[src/sv/mdf_pkg.sv]
// mdf_pkg.sv
// types, codes and constants of the message deframer, no dependencies
`timescale 1ns / 1ps

package mdf_pkg;

  // default width of the payload counter
  localparam int LENGTH_BITS_DEF = 24;

  // fixed field widths
  localparam int BYTE_W = 8;
  localparam int LEN_W  = 24;
  localparam int KIND_W = 2;

  // register reset value
  localparam logic [LEN_W-1:0] MAX_LENGTH_RST = 24'hFFFFFF;

  // result kinds
  localparam logic [KIND_W-1:0] KIND_DATA    = 2'd0;
  localparam logic [KIND_W-1:0] KIND_DONE    = 2'd1;
  localparam logic [KIND_W-1:0] KIND_BADFOOT = 2'd2;
  localparam logic [KIND_W-1:0] KIND_TOOLONG = 2'd3;

  // start marker "DMA@" and footer "CMPH"
  localparam logic [BYTE_W-1:0] MARKER_TEXT [4] = '{8'h44, 8'h4D, 8'h41, 8'h40};
  localparam logic [BYTE_W-1:0] FOOTER_TEXT [4] = '{8'h43, 8'h4D, 8'h50, 8'h48};

  // one result item
  typedef struct packed {
    logic [KIND_W-1:0] kind;
    logic [BYTE_W-1:0] data_byte;
    logic [BYTE_W-1:0] msg_type;
    logic [LEN_W-1:0]  msg_length;
  } result_t;

  // result request from parser to output stage
  typedef struct packed {
    logic    valid;
    result_t res;
  } res_req_t;

  // registered input byte from input stage to parser
  typedef struct packed {
    logic              valid;
    logic [BYTE_W-1:0] rx_byte;
  } stage_t;

endpackage

[src/sv/mdf_if.sv]
// mdf_if.sv
// valid/ready channel interfaces for received bytes and results
// depends on mdf_pkg
`timescale 1ns / 1ps

interface mdf_byte_if import mdf_pkg::*; ();
  logic              valid;
  logic              ready;
  logic [BYTE_W-1:0] rx_byte;

  modport source (output valid, output rx_byte, input ready);
  modport sink   (input valid, input rx_byte, output ready);
endinterface

interface mdf_result_if import mdf_pkg::*; ();
  logic              valid;
  logic              ready;
  logic [KIND_W-1:0] kind;
  logic [BYTE_W-1:0] data_byte;
  logic [BYTE_W-1:0] msg_type;
  logic [LEN_W-1:0]  msg_length;

  modport source (output valid, output kind, output data_byte, output msg_type,
                  output msg_length, input ready);
  modport sink   (input valid, input kind, input data_byte, input msg_type,
                  input msg_length, output ready);
endinterface

[src/sv/mdf_in_stage.sv]
// mdf_in_stage.sv
// input register holding one received byte until the parser takes it
// depends on mdf_pkg
`timescale 1ns / 1ps

module mdf_in_stage import mdf_pkg::*; (
  input  logic              clk,
  input  logic              rst,
  input  logic              in_valid,
  input  logic [BYTE_W-1:0] in_byte,
  output logic              in_ready,
  input  logic              advance,
  output stage_t            stage
);

  logic              valid;
  logic [BYTE_W-1:0] data;

  // free when empty or when the held byte moves on this cycle
  assign in_ready = !valid || advance;

  // valid flag
  always_ff @(posedge clk) begin
    if (rst) begin
      valid <= 1'b0;
    end else if (in_valid && in_ready) begin
      valid <= 1'b1;
    end else if (advance) begin
      valid <= 1'b0;
    end
  end

  // byte register
  always_ff @(posedge clk) begin
    if (in_valid && in_ready) begin
      data <= in_byte;
    end
  end

  assign stage.valid   = valid;
  assign stage.rx_byte = data;

endmodule

[src/sv/mdf_parser.sv]
// mdf_parser.sv
// frame parser: marker hunt, header capture, payload count and footer check
// depends on mdf_pkg
`timescale 1ns / 1ps

module mdf_parser import mdf_pkg::*; #(
  parameter int LENGTH_BITS = LENGTH_BITS_DEF
) (
  input  logic             clk,
  input  logic             rst,
  input  logic             cfg_wr_en,
  input  logic [LEN_W-1:0] cfg_wr_data,
  input  stage_t           stage,
  input  logic             advance,
  output res_req_t         req
);

  typedef enum logic [2:0] {
    PH_HUNT, PH_TYPE, PH_LENGTH, PH_PAYLOAD, PH_FOOTER
  } phase_t;

  // largest length the payload counter can hold
  localparam logic [LEN_W-1:0] LEN_CAP = LEN_W'((64'd1 << LENGTH_BITS) - 64'd1);

  phase_t                 phase, phase_next;
  logic [LENGTH_BITS-1:0] position, position_next;
  logic [BYTE_W-1:0]      held_type, held_type_next;
  logic [LEN_W-1:0]       held_length, held_length_next;
  logic                   footer_good, footer_good_next;
  logic [LEN_W-1:0]       max_length;

  logic                   step;
  logic                   emit;
  result_t                res;
  logic [BYTE_W-1:0]      b;
  logic [LEN_W-1:0]       len_shift;
  logic                   too_long;
  logic [LEN_W:0]         pos_inc;
  logic [1:0]             hunt_pos;
  logic                   foot_match;

  assign step = stage.valid && advance;
  assign b    = stage.rx_byte;

  // length shift-in and limit check
  assign len_shift = {held_length[LEN_W-BYTE_W-1:0], b};
  assign too_long  = (len_shift > max_length) || (len_shift > LEN_CAP);

  // payload count compare, one bit wider than the length
  assign pos_inc = (LEN_W + 1)'({1'b0, position} + 1'b1);

  assign hunt_pos   = (position > LENGTH_BITS'(3)) ? 2'd0 : position[1:0];
  assign foot_match = (b == FOOTER_TEXT[position[1:0]]);

  // next state and result
  always_comb begin
    phase_next       = phase;
    position_next    = position;
    held_type_next   = held_type;
    held_length_next = held_length;
    footer_good_next = footer_good;
    emit             = 1'b0;
    res.kind         = KIND_DATA;
    res.data_byte    = '0;
    res.msg_type     = held_type;
    res.msg_length   = held_length;
    unique case (phase)
      PH_TYPE: begin
        held_type_next   = b;
        held_length_next = '0;
        position_next    = '0;
        phase_next       = PH_LENGTH;
      end
      PH_LENGTH: begin
        held_length_next = len_shift;
        if (position[1:0] != 2'd2) begin
          position_next = position + 1'b1;
        end else begin
          position_next    = '0;
          footer_good_next = 1'b1;
          if (too_long) begin
            phase_next     = PH_HUNT;
            emit           = 1'b1;
            res.kind       = KIND_TOOLONG;
            res.msg_length = len_shift;
          end else if (len_shift == '0) begin
            phase_next = PH_FOOTER;
          end else begin
            phase_next = PH_PAYLOAD;
          end
        end
      end
      PH_PAYLOAD: begin
        emit          = 1'b1;
        res.data_byte = b;
        if (pos_inc >= {1'b0, held_length}) begin
          position_next    = '0;
          footer_good_next = 1'b1;
          phase_next       = PH_FOOTER;
        end else begin
          position_next = pos_inc[LENGTH_BITS-1:0];
        end
      end
      PH_FOOTER: begin
        if (!foot_match) begin
          footer_good_next = 1'b0;
        end
        if (position[1:0] != 2'd3) begin
          position_next = position + 1'b1;
        end else begin
          position_next = '0;
          phase_next    = PH_HUNT;
          emit          = 1'b1;
          res.kind      = (footer_good && foot_match) ? KIND_DONE : KIND_BADFOOT;
        end
      end
      default: begin
        // hunting, a mismatch may itself start a new marker
        phase_next = PH_HUNT;
        if (b == MARKER_TEXT[hunt_pos]) begin
          if (hunt_pos == 2'd3) begin
            position_next = '0;
            phase_next    = PH_TYPE;
          end else begin
            position_next = LENGTH_BITS'(hunt_pos + 3'd1);
          end
        end else if (b == MARKER_TEXT[0]) begin
          position_next = LENGTH_BITS'(1);
        end else begin
          position_next = '0;
        end
      end
    endcase
  end

  // parser state
  always_ff @(posedge clk) begin
    if (rst) begin
      phase       <= PH_HUNT;
      position    <= '0;
      held_type   <= '0;
      held_length <= '0;
      footer_good <= 1'b1;
    end else if (step) begin
      phase       <= phase_next;
      position    <= position_next;
      held_type   <= held_type_next;
      held_length <= held_length_next;
      footer_good <= footer_good_next;
    end
  end

  // length limit register
  always_ff @(posedge clk) begin
    if (rst) begin
      max_length <= MAX_LENGTH_RST;
    end else if (cfg_wr_en) begin
      max_length <= cfg_wr_data;
    end
  end

  assign req.valid = step && emit;
  assign req.res   = res;

endmodule

[src/sv/mdf_out_stage.sv]
// mdf_out_stage.sv
// result register that holds one result until the receiver takes it
// depends on mdf_pkg
`timescale 1ns / 1ps

module mdf_out_stage import mdf_pkg::*; (
  input  logic     clk,
  input  logic     rst,
  input  res_req_t req,
  output logic     advance,
  output logic     out_valid,
  input  logic     out_ready,
  output result_t  out_res
);

  logic    valid;
  result_t data;

  // the parser may move when the register is empty or being emptied
  assign advance = !valid || out_ready;

  // valid flag
  always_ff @(posedge clk) begin
    if (rst) begin
      valid <= 1'b0;
    end else if (req.valid) begin
      valid <= 1'b1;
    end else if (out_ready) begin
      valid <= 1'b0;
    end
  end

  // result payload
  always_ff @(posedge clk) begin
    if (req.valid) begin
      data <= req.res;
    end
  end

  assign out_valid = valid;
  assign out_res   = data;

endmodule

[src/sv/message_deframer.sv]
// message_deframer: byte-serial deframer for "DMA@" framed messages.
// Bytes enter on rx (valid/ready, accepted when both are high). The block
// hunts for the marker "DMA@", takes a type byte and a 24-bit big-endian
// length, passes each payload byte out as a kind 0 result carrying the
// type and length, then checks the footer "CMPH" and gives one kind 1
// (complete) or kind 2 (bad footer) result. A length above max_length or
// above the payload counter gives one kind 3 result and the block goes
// back to hunting. Header, marker and padding bytes give no result.
// Results leave on res (valid/ready) with data_byte zero unless kind is 0.
// max_length is written through cfg_wr_en/cfg_wr_data; the user must
// write it only while idle, the block itself does not enforce it.
// Throughput: one byte per clock while res is not stalled, set by the
// combinational parser step between the input and result registers.
// A byte waits in the input register, its result in the result register.
// Stall: while res is held the result register keeps its value; at most
// one more byte is taken into the input register, then rx ready drops.
// Reset (rst, synchronous): both registers empty, hunting for the marker,
// max_length back to 0xFFFFFF.
// depends on mdf_pkg, mdf_if, mdf_in_stage, mdf_parser, mdf_out_stage
`timescale 1ns / 1ps

module message_deframer import mdf_pkg::*; #(
  parameter int LENGTH_BITS = LENGTH_BITS_DEF
) (
  input  logic             clk,
  input  logic             rst,
  input  logic             cfg_wr_en,
  input  logic [LEN_W-1:0] cfg_wr_data,
  mdf_byte_if.sink         rx,
  mdf_result_if.source     res
);

  stage_t   stage;
  res_req_t req;
  logic     advance;
  result_t  out_res;

  // input register
  mdf_in_stage u_in (
    .clk      (clk),
    .rst      (rst),
    .in_valid (rx.valid),
    .in_byte  (rx.rx_byte),
    .in_ready (rx.ready),
    .advance  (advance),
    .stage    (stage)
  );

  // parser
  mdf_parser #(
    .LENGTH_BITS (LENGTH_BITS)
  ) u_parser (
    .clk         (clk),
    .rst         (rst),
    .cfg_wr_en   (cfg_wr_en),
    .cfg_wr_data (cfg_wr_data),
    .stage       (stage),
    .advance     (advance),
    .req         (req)
  );

  // result register
  mdf_out_stage u_out (
    .clk       (clk),
    .rst       (rst),
    .req       (req),
    .advance   (advance),
    .out_valid (res.valid),
    .out_ready (res.ready),
    .out_res   (out_res)
  );

  assign res.kind       = out_res.kind;
  assign res.data_byte  = out_res.data_byte;
  assign res.msg_type   = out_res.msg_type;
  assign res.msg_length = out_res.msg_length;

endmodule

[src/flat_wrapper.sv]
// flat-port wrapper written by rule: the top's interface ports become plain ports
module message_deframer_flat import mdf_pkg::*;
#(
  parameter int LENGTH_BITS = LENGTH_BITS_DEF
)
  (clk, rst, cfg_wr_en, cfg_wr_data, rx_valid, rx_rx_byte, rx_ready, res_valid, res_kind, res_data_byte, res_msg_type, res_msg_length, res_ready);
  mdf_byte_if rx_i ();
  mdf_result_if res_i ();
  input  logic clk;
  input  logic rst;
  input  logic cfg_wr_en;
  input  logic [LEN_W-1:0] cfg_wr_data;
  input wire logic [$bits(rx_i.valid)-1:0] rx_valid;
  input wire logic [$bits(rx_i.rx_byte)-1:0] rx_rx_byte;
  output wire logic [$bits(rx_i.ready)-1:0] rx_ready;
  output wire logic [$bits(res_i.valid)-1:0] res_valid;
  output wire logic [$bits(res_i.kind)-1:0] res_kind;
  output wire logic [$bits(res_i.data_byte)-1:0] res_data_byte;
  output wire logic [$bits(res_i.msg_type)-1:0] res_msg_type;
  output wire logic [$bits(res_i.msg_length)-1:0] res_msg_length;
  input wire logic [$bits(res_i.ready)-1:0] res_ready;
  assign rx_i.valid = rx_valid;
  assign rx_i.rx_byte = rx_rx_byte;
  assign rx_ready = rx_i.ready;
  assign res_valid = res_i.valid;
  assign res_kind = res_i.kind;
  assign res_data_byte = res_i.data_byte;
  assign res_msg_type = res_i.msg_type;
  assign res_msg_length = res_i.msg_length;
  assign res_i.ready = res_ready;
  message_deframer #(.LENGTH_BITS(LENGTH_BITS)) u_core (.clk(clk), .rst(rst), .cfg_wr_en(cfg_wr_en), .cfg_wr_data(cfg_wr_data), .rx(rx_i), .res(res_i));
endmodule
[config.mk]
export PLATFORM = sky130hd
export DESIGN_NAME = message_deframer_flat
export DESIGN_NICKNAME = d
export VERILOG_FILES = /design/src/sv/mdf_pkg.sv /design/src/sv/mdf_if.sv /design/src/sv/mdf_in_stage.sv /design/src/sv/mdf_parser.sv /design/src/sv/mdf_out_stage.sv /design/src/sv/message_deframer.sv /design/src/flat_wrapper.sv
export SDC_FILE = /design/constraint.sdc
export NUM_CORES = 1
export LEC_CHECK = 0
export BUFFER_PORTS_ARGS = -buffer_cell sky130_fd_sc_hd__buf_4
export CAP_MARGIN = 20
export CORE_UTILIZATION = 40
export DETAILED_ROUTE_END_ITERATION = 6
export PLACE_DENSITY_LB_ADDON = 0.15
export SLEW_MARGIN = 20
export SYNTH_ARGS = -nofsm -noshare
export SYNTH_HDL_FRONTEND = slang
export SYNTH_SLANG_ARGS = --single-unit
[constraint.sdc]
create_clock -name clk -period 4.6 [get_ports clk]
set_input_delay 0.46 -clock clk [delete_from_list [all_inputs] [get_ports clk]]
set_output_delay 0.46 -clock clk [all_outputs]
set_load 0.02 [all_outputs]
### Yosys cells after proc, flatten, opt, wreduce, memory -nomap -nowiden

Cells that the tools add are included.

* order comparisons: 6
* add/subtract/negate cells: 3
* reductions and logical operators: 18
* mux-type cells: 43
* bitwise logic cells: 2
* equality and inequality tests: 14

Operators with widths (count)
* $mux W24: 7
* $pmux W24 S4: 1
* $pmux W24 S2: 1
* $bmux W8 S2: 2
* $mux W8: 4
* $add A24 B1 Y25 const B: 1
* $ge A25 B24 Y1: 1
* $add A24 B1 Y24 const B: 1
* $gt A24 B2 Y1 const B: 1
* $gt A24 B24 Y1: 1
* $gt A24 B24 Y1 const B: 1
* $logic_not A24 Y1: 1
* $mux W3: 6
* $eq A8 B8 Y1: 2
* $mux W1: 13
* $ne A2 B2 Y1 const B: 6
* $pmux W3 S4: 1
* $mux W2: 5
* $eq A8 B7 Y1 const B: 1
* $eq A3 B2 Y1 const B: 2
* $ge A3 B3 Y1 const B: 2
* $not A2 Y3: 2
* $pmux W1 S3: 2
* $reduce_bool A2 Y1: 3
* 12 further kinds: 19

* register bits after elaboration: 136
* logic and storage cells: 99
* output and inout port bits: 44

### Depth between registers and ports, before layout

Gate-level depths: netlist of the first run.

* depth after elaboration: 9
* depth in mapped cells: 16
* mapped depth without buffers: 14

### Modules after synthesis

Synthesis of the first run repeated with hierarchy kept, for this count alone.

* cell total of the unflattened synthesis: 746
* area total of the unflattened synthesis: 7075.5 sq um

Modules (own cells, without submodules)
* mdf_parser: seq. area each 1681.6 sq um, cells an instance 686, instances 1, area each 5465.2 sq um
* mdf_out_stage: seq. area each 1281.2 sq um, cells an instance 46, instances 1, area each 1307.5 sq um
* mdf_in_stage: seq. area each 260.2 sq um, cells an instance 14, instances 1, area each 302.8 sq um

### Worst setup path after synthesis of the first run

No wires, ideal clock.

* kind: register to register
* from: register u_core.u_parser.position[0]
* to: register u_core.u_parser.position[9]
* cell stages (with the launch flop): 15
* data arrival time: 3.408 ns
* data required time: 4.483 ns
* period minus slack after synthesis: 3.525 ns
* buffers on the path: 1
* slack: 1.075 ns
* cell sequence: dfxtp_1 nand4_1 nor3_1 and2_1 a21boi_0 or2_2 ha_1 nand3_1 nor4_1 nand2_1 a21oi_1 o22ai_2 o21a_1 buf_4 a22o_1

* cells in the longest elaborated chain, start to end: 4
* elaborated cells on any way between the ends: 9

RTL lines
* start, declared: line mdf_parser.sv:26 `logic [LENGTH_BITS-1:0] position, position_next;`
* start signal, assigned: line mdf_parser.sv:146 `position <= position_next;`
* $add A24 B1 Y25: line mdf_parser.sv:50 `assign pos_inc = (LEN_W + 1)'({1'b0, position} + 1'b1);`
* $ge A25 B24 Y1: line mdf_parser.sv:96 `if (pos_inc >= {1'b0, held_length}) begin`
* $mux W24: line mdf_parser.sv:96
* $pmux W24 S4 *: line mdf_parser.sv:67 `unique case (phase)`

Every way passes the cells marked *; elsewhere a longest branch is shown, timed or not.
A chain may end at the register's enable or synchronous reset.

### Final worst setup path of the first run

* from: register u_core.u_parser.position[0]
* to: register u_core.u_parser.position[21]

Same word-level chain as after synthesis.

==> results of run 1 <==
[metrics by stage]
step	power, mW	hold slack [ps]	utilization, %	instance area [um^2]	cells
2_1_floorplan	1.41	408	-	7040	715
3_3_place_gp	1.47	416	45.4	7820	993
3_5_place_dp	1.47	417	45.4	7820	993
4_1_cts	2.86	191	48.9	8430	1025
5_1_grt	2.93	196	48.9	8430	1025
6_report	2.83	207	48.9	8430	1025
[cells by family after synthesis]
| logic type | share of synthesized area (%) |
|---|---|
| compound gates | 14.1 |
| buf+inv | 5.24 |
| xor+xnor | 3.36 |
| flops | 45.8 |
| fa+ha+maj | 10.1 |
| simple gates | 16.5 |
| mux | 4.85 |
[cell type report]
type	count	area share, %
well taps	225	3.34
repair buffers	86	7.66
clock inverters	14	2.06
multi-input cells	487	41.0
inverters	59	2.63
clock buffers	18	5.09
flip-flops and latches	136	38.3
[sequential cells by signal (all words and copies together), names as in the netlist, 3 cells and up]
register and flops:
u_core.u_parser.position 24, u_core.u_out.out_res 42, u_core.u_parser.held_length 24, u_core.u_parser.phase 3, u_core.u_parser.held_type 8, u_core.u_parser.max_length 24, u_core.u_in.data 8
[cells in the mapped netlist (all sizes together), types with 13 or more instances]
master / n / area share (%)
dfxtp: 86 / 24
nor2: 70 / 3.9
inv: 59 / 3.1
nand2: 59 / 3.1
ha: 57 / 10
edfxtp: 50 / 21
o211ai: 28 / 3.0
a22oi: 27 / 2.9
a21oi: 26 / 1.8
mux2i: 24 / 3.4
clkbuf: 21 / 1.1
xnor2: 20 / 2.5
nand3: 17 / 1.3
nand4: 17 / 1.5
o21ai: 14 / 1.0
a22o: 13 / 1.6
[report_power, final]
group | switching, mW | leakage (nW) | total (mW) | internal [mW]
clock | 0.530 | 0.283 | 1.38 | 0.854
combinational | 0.0882 | 1.97 | 0.153 | 0.0645
sequential | 0.0299 | 1.11 | 1.30 | 1.27
[final timing paths]
kind / start / to / slack (ps) / cells after the start
max reg2reg: u_core.u_parser.position[0] / u_core.u_parser.position[21] / 530 / 14
min: rx_rx_byte[4] / u_core.u_in.data[4] / 210 / 1
max: u_core.u_parser.position[0] / u_core.u_parser.position[21] / 530 / 14
min reg2reg: u_core.u_parser.held_type[1] / u_core.u_out.out_res[25] / 430 / 0
[metal layers]
| metal | part of all wire [%] | vias up | track usage, % |
|---|---|---|---|
| met5 | 0 | - | 0 |
| met4 | 1.5 | 0 | 7.12 |
| met3 | 4.4 | 19 | 3.64 |
| met2 | 48 | 137 | 33.4 |
| met1 | 47 | 2716 | 27.7 |
| li1 | - | 2741 | - |
==> results.yml, run 1 <==
placed_design:
  numPortBuffers: 80
  gp_congestion: 0.880
  hpwl_um: 13400
  place_ws_ps: 556
floorplanning:
  die_width_um: 135
  rows: 48
  die_area_um2: 18100
  initial_core_util_pct: 40.8
  num_io_pins: 81
  die_y_um: 135
  core-area_um2: 17200
global_routing:
  grt_max_degree: 48
  grt_overflow_total: 0
  grt_usage_pct: 20.6
  grt_pass1_vias: 5280
  grt_pass1_wl_um: 28400
  antenna_found_initial: 0
critical_path:
  cpPeakStageDelay_ps: 550
  crit_arrival_ps: 4380
  path_class: "register to register"
  path_cells: "ha_1 -> and3_1 -> nand3_2 -> nor3_1 -> nand3_1 -> xnor2_1 -> ha_1 -> nand2_1 -> nor4_1 -> nand2_1 -> a21oi_1 -> o22ai_2 -> o21a_1 -> a22o_1"
  path_max_fanout: 13
  endpoint_kind: "register"
  path_delay_family: "simple AND/OR/NAND/NOR gates"
  cp-start-kind: "register"
  slowest_stage: "dfxtp_1"
  cp_num_buf_inv: 0
  required_ps: 4910
timing:
  maxSlewViolCount: 0
  fin_tns_setup_ps: 0
  fmax_mhz: 246
  min_period_over_period_pct: 88.5
  hold_violations: 0
  rsz0062_at_grt: "no"
  skew_ps: 15.5
  min_period_ps: 4070
  slew-limit-headroom_pct: 34.5
  setup_ws_ps: 528
  finalSetupViolCount: 0
  tightest_slew_ps: 981
route:
  drcViolationCount: 0
  via_count: 5613
  wl_per_cell_um: 17.7
  via_per_inst: 5.48
  drtIter0Drc: 346
  finalWirelength_um: 18200
  first_pass_iters: 5
  ant_nets: 0
cells_and_area:
  syn_to_final_growth_pct: 19.7
  final-seq-area_um2: 3220
  drive_above_1_share_pct: 17.9
  diodes: 0
  layout_common_cells: "buf_4 (86), dfxtp_1 (86), nor2_1 (67), nand2_1 (59), inv_1 (59)"
  nets: 881
  num-fill-cells: 1619
  multi_input_area_um2: 3450
outcome:
  outcome: "finished clean"
pwr:
  power.leakage_nw: 3.36
  irDropWorstVdd_v: 0.000264
  pwr_density_cell_nw_per_um2: 336
logic_synthesis:
  seq_area_frac_synth_pct: 45.8
  syn_nets: 809
  ys_async_sr_fraction_pct: 0
  synth_area_um2: 7040
  ys_ff_latch: 136
  syn_inst: 715
  synth-edff-count: 50
  synth_cell_types: 63
  synth_ff_type: "dfxtp_1"
  avgSynthCellArea_um2: 9.85
  yosys_warnings: 0
run:
  drv_cap: 0
clocking:
  cts.sinks: 136
  cts_setup_buffers: 0
  cts-buffers-inserted: 17
  ctsResizeCount: 0
  clkLatencyLatePin_ps: 430
  hold_buffers: 0
  cts_root_buf: "clkbuf_16"
  cts_tree: "yes"
  clockBufferDepth: 2
  clk_pin_slew_ps: 60
  htreeDepth: 4
worst_hold_path:
  hp-class: "primary input to register"
(Power assumes the default switching activity.)
==> run 2, diff against run 1 <==
Settings changed: BUFFER_PORTS_ARGS -buffer_cell sky130_fd_sc_hd__buf_4 to -buffer_cell sky130_fd_sc_hd__buf_2.
==> run 2 against run 1 <==
Net effect:
- utilization fell by 1.2 points
- combinational power decreased by 6%
- cell count about the same
- sequential share of layout area is 0.93 points higher
- non-clock buffer count rose by 1
- die area stayed put
==> results.yml, run 2 (synthesis results as in run 1) <==
timing:
  whs_ps: 209
  rsz0062_at_grt: "no"
  slew-limit-headroom_pct: 32.2
  tightest_slew_ps: 1020
  skew_ps: 7.06
  fmax_mhz: 249
  min_period_ps: 4020
  finalSetupViolCount: 0
  maxSlewViolCount: 0
  hold_violations: 0
  min_period_over_period_pct: 87.3
  fin_tns_setup_ps: 0
clocking:
  cts-buffers-inserted: 17
  htreeDepth: 4
  cts.sinks: 136
  cts_setup_buffers: 0
  clockBufferDepth: 2
  ctsResizeCount: 0
  cts_tree: "yes"
  hold_buffers: 0
  cts_root_buf: "clkbuf_16"
  clkLatencyLatePin_ps: 420
  clk_pin_slew_ps: 60
pwr:
  power.leakage_nw: 3.27
  pwr_density_cell_nw_per_um2: 343
  irDropWorstVdd_v: 0.000273
  power_mw: 2.82
cells_and_area:
  diodes: 0
  largest_reg_flops: 42
  num-fill-cells: 1642
  stdcell_area_um2: 8230
  layout_common_cells: "dfxtp_1 (86), buf_2 (80), nor2_1 (66), nand2_1 (59), inv_1 (59)"
  final_common_cell: "dfxtp_1"
  syn_to_final_growth_pct: 16.9
  nets: 882
  drive_above_1_share_pct: 17.7
critical_path:
  startpoint: "u_core.u_parser.position[0]"
  endpoint_kind: "register"
  required_ps: 4910
  crit_arrival_ps: 4330
  r2r_cells: 14
  cp-start-kind: "register"
  path_class: "register to register"
  path_max_fanout: 13
  worstSetupEndpoint: "u_core.u_parser.position[5]"
  rrSetupSlack_ps: 580
  r2r-end: "u_core.u_parser.position[5]"
  r2r-start: "u_core.u_parser.position[0]"
route:
  drcViolationCount: 0
  finalWirelength_um: 18300
  met1_length_um: 8540
  first_pass_iters: 5
  via_count: 5593
  drtIter0Drc: 385
  wl_per_cell_um: 17.8
  via_per_inst: 5.45
  routed-wl-met3_um: 666
  met2_length_um: 8770
  ant_nets: 0
  top_layer_used: "met4"
global_routing:
  grt_pass1_wl_um: 28800
  grt_max_degree: 48
  grt_overflow_total: 0
  grt_pass1_vias: 5490
  antenna_found_initial: 0
  grt_usage_pct: 21.1
floorplanning:
  initial_core_util_pct: 40.8
  die_width_um: 135
  num_io_pins: 81
  die_area_um2: 18100
  rows: 48
  core-area_um2: 17200
  die_y_um: 135
outcome:
  outcome: "finished clean"
run:
  drv_cap: 0
placed_design:
  hpwl_um: 13300
  gp_congestion: 0.867
  place_area_um2: 7630
  numPortBuffers: 80
worst_hold_path:
  hp-class: "primary input to register"
run 2: worst min-delay path by stage:
stage                                 start                  endpoint  depth (start not counted)
6_report                      rx_rx_byte[5]       u_core.u_in.data[5]                          1
5_1_grt                       rx_rx_byte[5]       u_core.u_in.data[5]                          1
4_1_cts                       rx_rx_byte[5]       u_core.u_in.data[5]                          1
3_5_place_dp   u_core.u_parser.held_type[1]  u_core.u_out.out_res[25]                          0
3_3_place_gp   u_core.u_parser.held_type[0]  u_core.u_out.out_res[24]                          0
2_1_floorplan  u_core.u_parser.held_type[0]  u_core.u_out.out_res[24]                          0
run 2: stage by stage:
| step | std cells | setup slack, ps | utilization (%) |
|---|---|---|---|
| 6_report | 1026 | 582 | 47.7 |
| 5_1_grt | 1026 | 245 | 47.7 |
| 4_1_cts | 1026 | 563 | 47.7 |
| 3_5_place_dp | 994 | 587 | 44.3 |
| 3_3_place_gp | 994 | 692 | 44.3 |
| 2_1_floorplan | 715 | 1070 | - |
run 2: worst max-delay path, stage by stage, from the launching register on:
cell and delay [ps]:
dfxtp_1 530, ha_1 340, and3_1 270, nand3_2 190
nor3_1 340, nand3_1 140, xnor2_1 170, ha_1 310
nand2_1 80, nor4_1 320, nand2_1 100, a21oi_1 260
o22ai_2 150, o21a_1 390, a22o_1 310
run 2: power by group:
| group | internal (mW) | switching, mW | total, mW |
|---|---|---|---|
| combinational | 0.0563 | 0.0879 | 0.144 |
| sequential | 1.27 | 0.0301 | 1.30 |
| clock | 0.858 | 0.520 | 1.38 |
| total | 2.18 | 0.638 | 2.82 |
run 2: metal layers:
layer	GRT usage [%]	up-vias
li1	-	2734
met1	27.7	2705
met2	34.7	133
met3	3.49	21
met4	7.87	0
met5	0	-
run 2: layout make-up:
type,count,area (um^2),share of cell area [%]
clock inverters,14,155,1.89
well taps,225,282,3.42
clock buffers,18,439,5.34
inverters,59,221,2.69
flip-flops and latches,136,3220,39.2
multi-input cells,487,3450,42.0
repair buffers,87,453,5.51
==> run 3, diff against run 2 <==
Settings changed: CORE_UTILIZATION 40 to 59, SYNTH_HIERARCHICAL set to 1.
==> run 3 against run 2 <==
Net effect:
- combinational power increased by 18%
- maximum frequency decreased by 6.1%
- cell count decreased by 4.8%
- synthesized cell count increased by 4.3%
- utilization increased by 23 points
- non-clock buffer count increased by 2
- final area decreased by 0.94%
- the run now ends with DRC left
- critical endpoint is now u_core/u_parser/position[20]
- worst setup slack got worse by 260 ps
==> results.yml, run 3 <==
route:
  via_per_inst: 5.94
  finalWirelength_um: 17400
  first_pass_iters: 7
  via_count: 5801
  wl_per_cell_um: 17.9
  drcViolationCount: 11
  drtIter0Drc: 663
  ant_nets: 0
clocking:
  cts_tree: "yes"
  ctsResizeCount: 0
  cts-buffers-inserted: 17
  clockBufferDepth: 2
  clkLatencyLatePin_ps: 410
  cts_setup_buffers: 0
  clk_pin_slew_ps: 60
  hold_buffers: 0
  cts_root_buf: "clkbuf_16"
  cts.sinks: 136
  htreeDepth: 4
critical_path:
  endpoint_kind: "register"
  cp_common_cell: "ha_1"
  path_cells: "ha_1 -> nand3_2 -> nor3_4 -> nand4_2 -> inv_1 -> and3_1 -> xor2_1 -> ha_1 -> a21o_1 -> a2111o_1 -> a41oi_2 -> o211ai_2 -> a31oi_4 -> nor3_1 -> or4b_1 -> a21oi_1"
  path_max_fanout: 8
  cpPeakStageDelay_ps: 520
  crit_arrival_ps: 4610
  required_ps: 4930
  slowest_stage: "or4b_1"
  cp-start-kind: "register"
  path_class: "register to register"
cells_and_area:
  drive_above_1_share_pct: 18.8
  syn_to_final_growth_pct: 15.2
  largest_reg_flops: 42
  diodes: 0
  fin_util_pct: 70.5
  nets: 915
  final_common_cell: "nand2_1"
  layout_common_cells: "nand2_1 (117), dfxtp_1 (86), buf_2 (80), inv_1 (57), ha_1 (57)"
  finalNonFillerCells: 977
  stdcell_area_um2: 8150
logic_synthesis:
  synth.top_cell.area_share_pct: 24.3
  yosys.area.top_type: "dfxtp_1"
  synth_area_leaders: "dfxtp_1 (24%), edfxtp_1 (21%), ha_1 (10%)"
  ys_async_sr_fraction_pct: 0
  synth_cell_types: 68
  yosysMostFrequentCell: "nand2_1"
  synth_area_um2: 7080
  seq_area_frac_synth_pct: 45.6
  ys_ff_latch: 136
  synthTopCellsByCount: "nand2_1 (117), dfxtp_1 (86), ha_1 (57), inv_1 (57), edfxtp_1 (50)"
  avgSynthCellArea_um2: 9.48
  syn_nets: 840
  syn_inst: 746
  synth-edff-count: 50
  synth_ff_type: "dfxtp_1"
  yosys_warnings: 6
timing:
  whs_ps: 220
  tightest_slew_ps: 931
  skew_ps: 10.7
  setup_ws_ps: 322
  maxSlewViolCount: 0
  min_period_over_period_pct: 93.0
  min_period_ps: 4280
  hold_violations: 0
  finalSetupViolCount: 0
  slew-limit-headroom_pct: 37.9
  rsz0062_at_grt: "no"
  fin_tns_setup_ps: 0
  fmax_mhz: 234
placed_design:
  dp_cells: 945
  gp_congestion: 0.964
  numPortBuffers: 80
  place_area_um2: 7570
  place_ws_ps: 423
  hpwl_um: 12700
pwr:
  power.leakage_nw: 3.48
  p_seq_share_pct: 46.4
  irDropWorstVdd_v: 0.000203
  power_switching_mw: 0.656
  pwr_density_cell_nw_per_um2: 344
  internal-power_mw: 2.15
  power_mw: 2.81
  comb_power_share_pct: 6.1
  switching_share_pct: 23.4
  pwr-share-clk_pct: 47.6
floorplanning:
  initial_core_util_pct: 61.2
  die_y_um: 112
  num_io_pins: 81
  core-area_um2: 11600
  die_area_um2: 12400
  rows: 39
  die_width_um: 112
global_routing:
  grt_pass1_wl_um: 28400
  grt_max_degree: 48
  grt_overflow_total: 0
  grt_usage_pct: 29.3
  grt_pass1_vias: 5663
  antenna_found_initial: 0
run:
  drv_cap: 0
outcome:
  failed_checks: "DRC"
  outcome: "complete, but fails checks"
worst_hold_path:
  hp-class: "primary input to register"
[run 3: cell types whose count changed in the layout (fill, tap and decap cells not counted), moves of 6 or more]
cell / change
a21o_1: +6
a21oi_1: +9
a22o_1: -12
and3_1: -7
mux2i_1: -23
nand2_1: +58
nand2b_1: +11
nor2_1: -24
o21ai_0: +17
[run 3: final timing paths]
path | start | to | slack [ps] | cells after the start
setup / recovery | u_core/u_parser/position[0] | u_core/u_parser/position[20] | 320 | 16
hold reg to reg | u_core/u_parser/held_type[4] | u_core/u_out/out_res[28] | 420 | 0
hold / removal | rx_rx_byte[2] | u_core/u_in/data[2] | 220 | 1
setup reg to reg | u_core/u_parser/position[0] | u_core/u_parser/position[20] | 320 | 16
[run 3: worst max-delay path: cells and delay by family, from the launching register on]
| kind | cells | cell delay, ps |
|---|---|---|
| simple gates | 6 | 1390 |
| xor+xnor | 1 | 210 |
| compound gates | 6 | 1330 |
| buf+inv | 1 | 130 |
| flops | 1 | 510 |
| fa+ha+maj | 2 | 620 |
[run 3: power by group through the flow]
stage	Clock, mW	Combinational, mW	Sequential (mW)
after floorplan	0	0.123	1.31
after global placement	0	0.160	1.32
after detailed placement	0	0.166	1.33
after CTS	1.35	0.167	1.30
after global routing	1.40	0.190	1.30
final	1.33	0.170	1.30
[run 3: cell families after synthesis]
group,after synthesis,share of synthesized area (%)
AOI/OAI and AO/OA,151,14.5
adders and majority gates,57,10.1
muxes,9,1.41
and+or+nand+nor,275,19.8
buffers and inverters,92,5.48
DFF,136,45.6
xor gates and xnor gates,26,3.22
[run 3: routing by layer]
layer	wire, um	vias up	track usage (%)
met1	7620	2654	39.4
met3	1490	43	7.62
li1	-	2807	-
met2	7920	297	44.9
met4	408	0	12.4
met5	0	-	0
[run 3: layout make-up]
cell class / instances / area [um^2]
fillers: 882 / 3420
flip-flops and latches: 136 / 3220
multi-input cells: 518 / 3480
clock inverters: 11 / 124
repair buffers: 89 / 468
clock buffers: 21 / 450
inverters: 59 / 221
well taps: 143 / 179
